<file path="config.mk">
export PLATFORM = sky130hd
export DESIGN_NAME = rbpp_ram
export DESIGN_NICKNAME = d
export VERILOG_FILES = /design/src/rbpp_ram.sv
export SDC_FILE = /design/constraint.sdc
export NUM_CORES = 1
export LEC_CHECK = 0
export ABC_AREA = 1
export BUFFER_PORTS_ARGS = -buffer_cell sky130_fd_sc_hd__buf_2
export CAP_MARGIN = 20
export CORE_UTILIZATION = 66
export DETAILED_ROUTE_END_ITERATION = 12
export PLACE_DENSITY = 0.82
export SYNTH_ARGS = -nofsm -noshare
export SYNTH_HDL_FRONTEND = slang
export SYNTH_SLANG_ARGS = --single-unit
</file>
<file path="constraint.sdc">
create_clock -name clk -period 2.7 [get_ports clk]
set_clock_uncertainty 0.15 [all_clocks]
set_input_delay 0.135 -clock clk [delete_from_list [all_inputs] [get_ports clk]]
set_output_delay 0.135 -clock clk [all_outputs]
set_load 0.05 [all_outputs]
</file>
<file path="src/rbpp_ram.sv">
module rbpp_ram #(
  parameter int WIDTH = 8,
  parameter int DEPTH = 16
) (
  input  logic                     clk,
  input  logic                     we,
  input  logic [$clog2(DEPTH)-1:0] waddr,
  input  logic [WIDTH-1:0]         wdata,
  input  logic                     re,
  input  logic [$clog2(DEPTH)-1:0] raddr,
  output logic [WIDTH-1:0]         rdata
);

  logic [WIDTH-1:0] mem_r [DEPTH];
  logic [WIDTH-1:0] rdata_r;

  always_ff @(posedge clk) begin
    if (we) begin
      mem_r[waddr] <= wdata;
    end
    // Hold read data until the next read
    if (re) begin
      rdata_r <= mem_r[raddr];
    end
  end

  assign rdata = rdata_r;

endmodule

</file>
# --- After elaboration in Yosys (flattened, before gate mapping) ---
# Memories as Yosys holds them, arrays and structs flattened. A register that Yosys moved wholly into a read port is not among the register bits.
# Index checks and enable logic that the tools add are counted.
totals:
  regBits: 0
  mem_bits_rw: 128
  inputBits: 19
  mem_count: 1
classes:
  mux: 2
mem_list:
  columns: ["memory", "words", "word_bits", "read_ports", "rd_clocked_by_memory_dff", "write_ports", "line", "source"]
  rows:
  - ["mem_r", 16, 8, 1, 1, 1, "14", "logic [WIDTH-1:0] mem_r [DEPTH];"]
ops:
  columns: ["cell", "count"]
  rows:
  - ["2-to-1 mux 1 bit", 2]

# --- Depth between registers and ports, before layout ---
logic_depth:
  word_depth: 2
  mapped_depth: 8

# --- Least setup slack after synthesis ---
# No wires, ideal clock.
synth_path:
  path_kind: "input-to-reg"
  startpoint: "in waddr[2]"
  endpoint: "mem mem_r[10][0] (enable)"
  setup_ps: 370
  arrival_ps: 716
  slack_ps: 1464
  cell_stages: 2
  n_path_buf: 0
  path_cell_list: "nand3b_1 > nor2_1"
synth_rtl:
  columns: ["element", "line", "source"]
  rows:
  - ["start: declaration", "7", "input logic [$clog2(DEPTH)-1:0] waddr,"]
  - ["end: declaration", "14", null]
# Straight into the memory's write port.

==> impl_metrics.ini <==
[power_and_ir_drop]
combPwrFrac_pct = 6.6
p_sw_w = 0.001142
max-vdd-ir-drop_mv = 0.5981
power.internal_w = 0.003876
swShare_pct = 22.76
p_total_w = 0.005017
p_leak_nw = 2.866
powerDensity_nw_per_um2 = 752.5
p_clk_share_pct = 45.8
pwr-share-seq_pct = 47.7

[synthesis]
postSynthAreaPerCell_um2 = 10.61
synth_warnings = 0
postSynthCellCount = 551
ys_types = 11
syn_area_um2 = 5847
ys_ff_latch = 136
syn_nets = 570
seq_area_frac_synth_pct = 69.85

[route]
drt_iter0_markers = 561
wl_per_cell_um = 19.24
drt-total-wl_mm = 13.53
first_pass_iters = 6
antenna_left = 0
vias = 4075
drcViolationCount = 0
via_per_inst = 5.797

[final_layout]
seqCellArea_um2 = 4084
multi_input_area_um2 = 1214
drive_gt1_share_pct = 10.20
num-fill-cells = 469
post-route-util_pct = 79.55
diodes = 0
syn2layout_area_growth_pct = 14.04
fin_nets = 604
fin_area_um2 = 6668

[sta]
min_period_over_period_pct = 54.60
timing.final.max_slew_violations = 0
rsz0062_at_grt = no
fin_setup_tns_ns = 0
worstMarginPinSlew_ns = 0.8214
setup_viol = 0
max_freq_mhz = 678.3
slew_headroom_pct = 45.04
fin_ws_ns = 1.226
post-route-min-period_ns = 1.474
hold_violations = 0

[placed_design]
portBuffers = 26
hpwl_mm = 8.108
place.gp.congestion = 0.9135
pre_cts_slack_ns = 0.7763
placed_area_um2 = 5977

[clock_tree]
cts_htree_levels = 4
cts_buffers = 17
clkTransAtPathRegs_ns = 0.06
tritoncts = yes
post_cts_buffers = 0
clock_latency_ns = 0.53
clock-sinks = 136
cts_buffer_depth = 2
root_buffer = clkbuf_8

[setup_path]
cp-start-kind = input pin
crit_path_frequent_cell = nand3_1
cp_data_required_time_ns = 2.83
max_stage_delay_ns = 0.49
worst-endpoint-arrival_ns = 1.60
path_class = in2reg
cp-end-kind = register
cp_top_family = buffers and inverters
path_buf_inv = 2
crit_chain = buf_2 -> inv_2 -> nand3_1 -> nand3_1 -> nand3_1 -> nand2_1
cp_slowest_cell = buf_2
path_max_fanout = 33

[floorplan]
die_w_um = 96.12
core_area_um2 = 8382
die_y_um = 96.12
row_count = 33
ios = 27
die_area_um2 = 9239
initial_core_util_pct = 69.76

[flow_run]
drv_cap = 0

[min_path]
hold_path.class = in2reg

[global_route]
grt_pass1_wl_mm = 20.57
grt_util_all_layers_pct = 32.48
grt_overflow = 0
grt_pass1_vias = 3765
antenna_found_initial = 0
grt_start_max_net_pins = 65

[status]
status = complete, no violations
## worst paths after layout
path | from | to | slack, ns | depth (start not counted)
worst max-delay path | raddr[1] | rdata[0] | 1.23 | 6
worst min-delay path | raddr[2] | rdata[3] | 0.04 | 4
worst max register to register | mem_r[7][5] | rdata[5] | 1.33 | 6
worst min register to register | mem_r[12][3] | rdata[3] | 0.62 | 6
## power by group through the flow
stage                     clock [W]  combinational (W)  sequential (W)
after CTS                   0.00230           0.000323         0.00239
final                       0.00230           0.000329         0.00239
after detailed placement          0           0.000308         0.00244
after global routing        0.00238           0.000356         0.00240
after global placement            0           0.000301         0.00243
after floorplan                   0           0.000167         0.00247
## what timing repair did
item,in CTS,in global routing
hold buffers,10,0
gates resized for setup,0,0
hold endpoints to repair,144,0
## synth_stat cells
master	number	share of area [%]
nand2_1	173	11
edfxtp_1	136	70
inv_1	100	6.4
nand3_1	97	8.3
nor2_1	17	1.1
buf_2	13	1.1
buf_6	6	1.2
buf_4	4	0.51
inv_2	2	0.13
nand3b_1	2	0.26
buf_1	1	0.064
## worst min-delay path: stages
cell	delay (ns)
buf_2	0.22
nand3_1	0.13
nand3_1	0.07
nand2_1	0.06
## logic make-up (layout without fill, tap and decap cells)
family | after synthesis | count (layout) | synth area share [%]
buffers and inverters | 126 | 173 | 9.394
and+or+nand+nor | 289 | 289 | 20.76
DFF | 136 | 136 | 69.85
## flip-flops by register name (all words and copies together), names as in the netlist
register / count
mem_r: 128
rdata: 8
## per-layer routing
layer	vias up	track usage [%]	routed length [µm]	share of wire [%]
met5	-	0	0	0
met4	0	12.44	399	2.9
met3	42	7.109	1189	8.8
met2	287	50.53	6672	49
met1	1892	45.15	5264	39
li1	1854	-	-	-
## cell type report
class                           instances  share of cell area [%]
Clock inverter                         14                   2.590
Inverter                              102                   5.742
Clock buffer                           18                   6.268
Multi-Input combinational cell        289                   18.20
Sequential cell                       136                   61.25
Tap cell                              105                   1.970
Timing Repair Buffer                   39                   3.978
## per-stage QoR
stage	std cells	hold slack, ns
5_1_grt	703	0.07572
3_5_place_dp	661	0.3460
6_report	703	0.04154
2_1_floorplan	551	0.08387
3_3_place_gp	661	0.3423
4_1_cts	703	0.02481
## cell usage in the layout, fill, tap and decap left out, drive strengths merged, types with 4 or more instances in the layout
| cell type | netlist | layout |
|---|---|---|
| dlygate4sd3 | 0 | 10 |
| clkinvlp | 0 | 4 |
| nor2 | 17 | 17 |
| edfxtp | 136 | 136 |
| clkinv | 0 | 4 |
| nand3 | 97 | 97 |
| buf | 24 | 29 |
| nand2 | 173 | 173 |
| clkbuf | 0 | 18 |
| inv | 102 | 105 |
No activity file was read; power rests on OpenSTA's default activity.
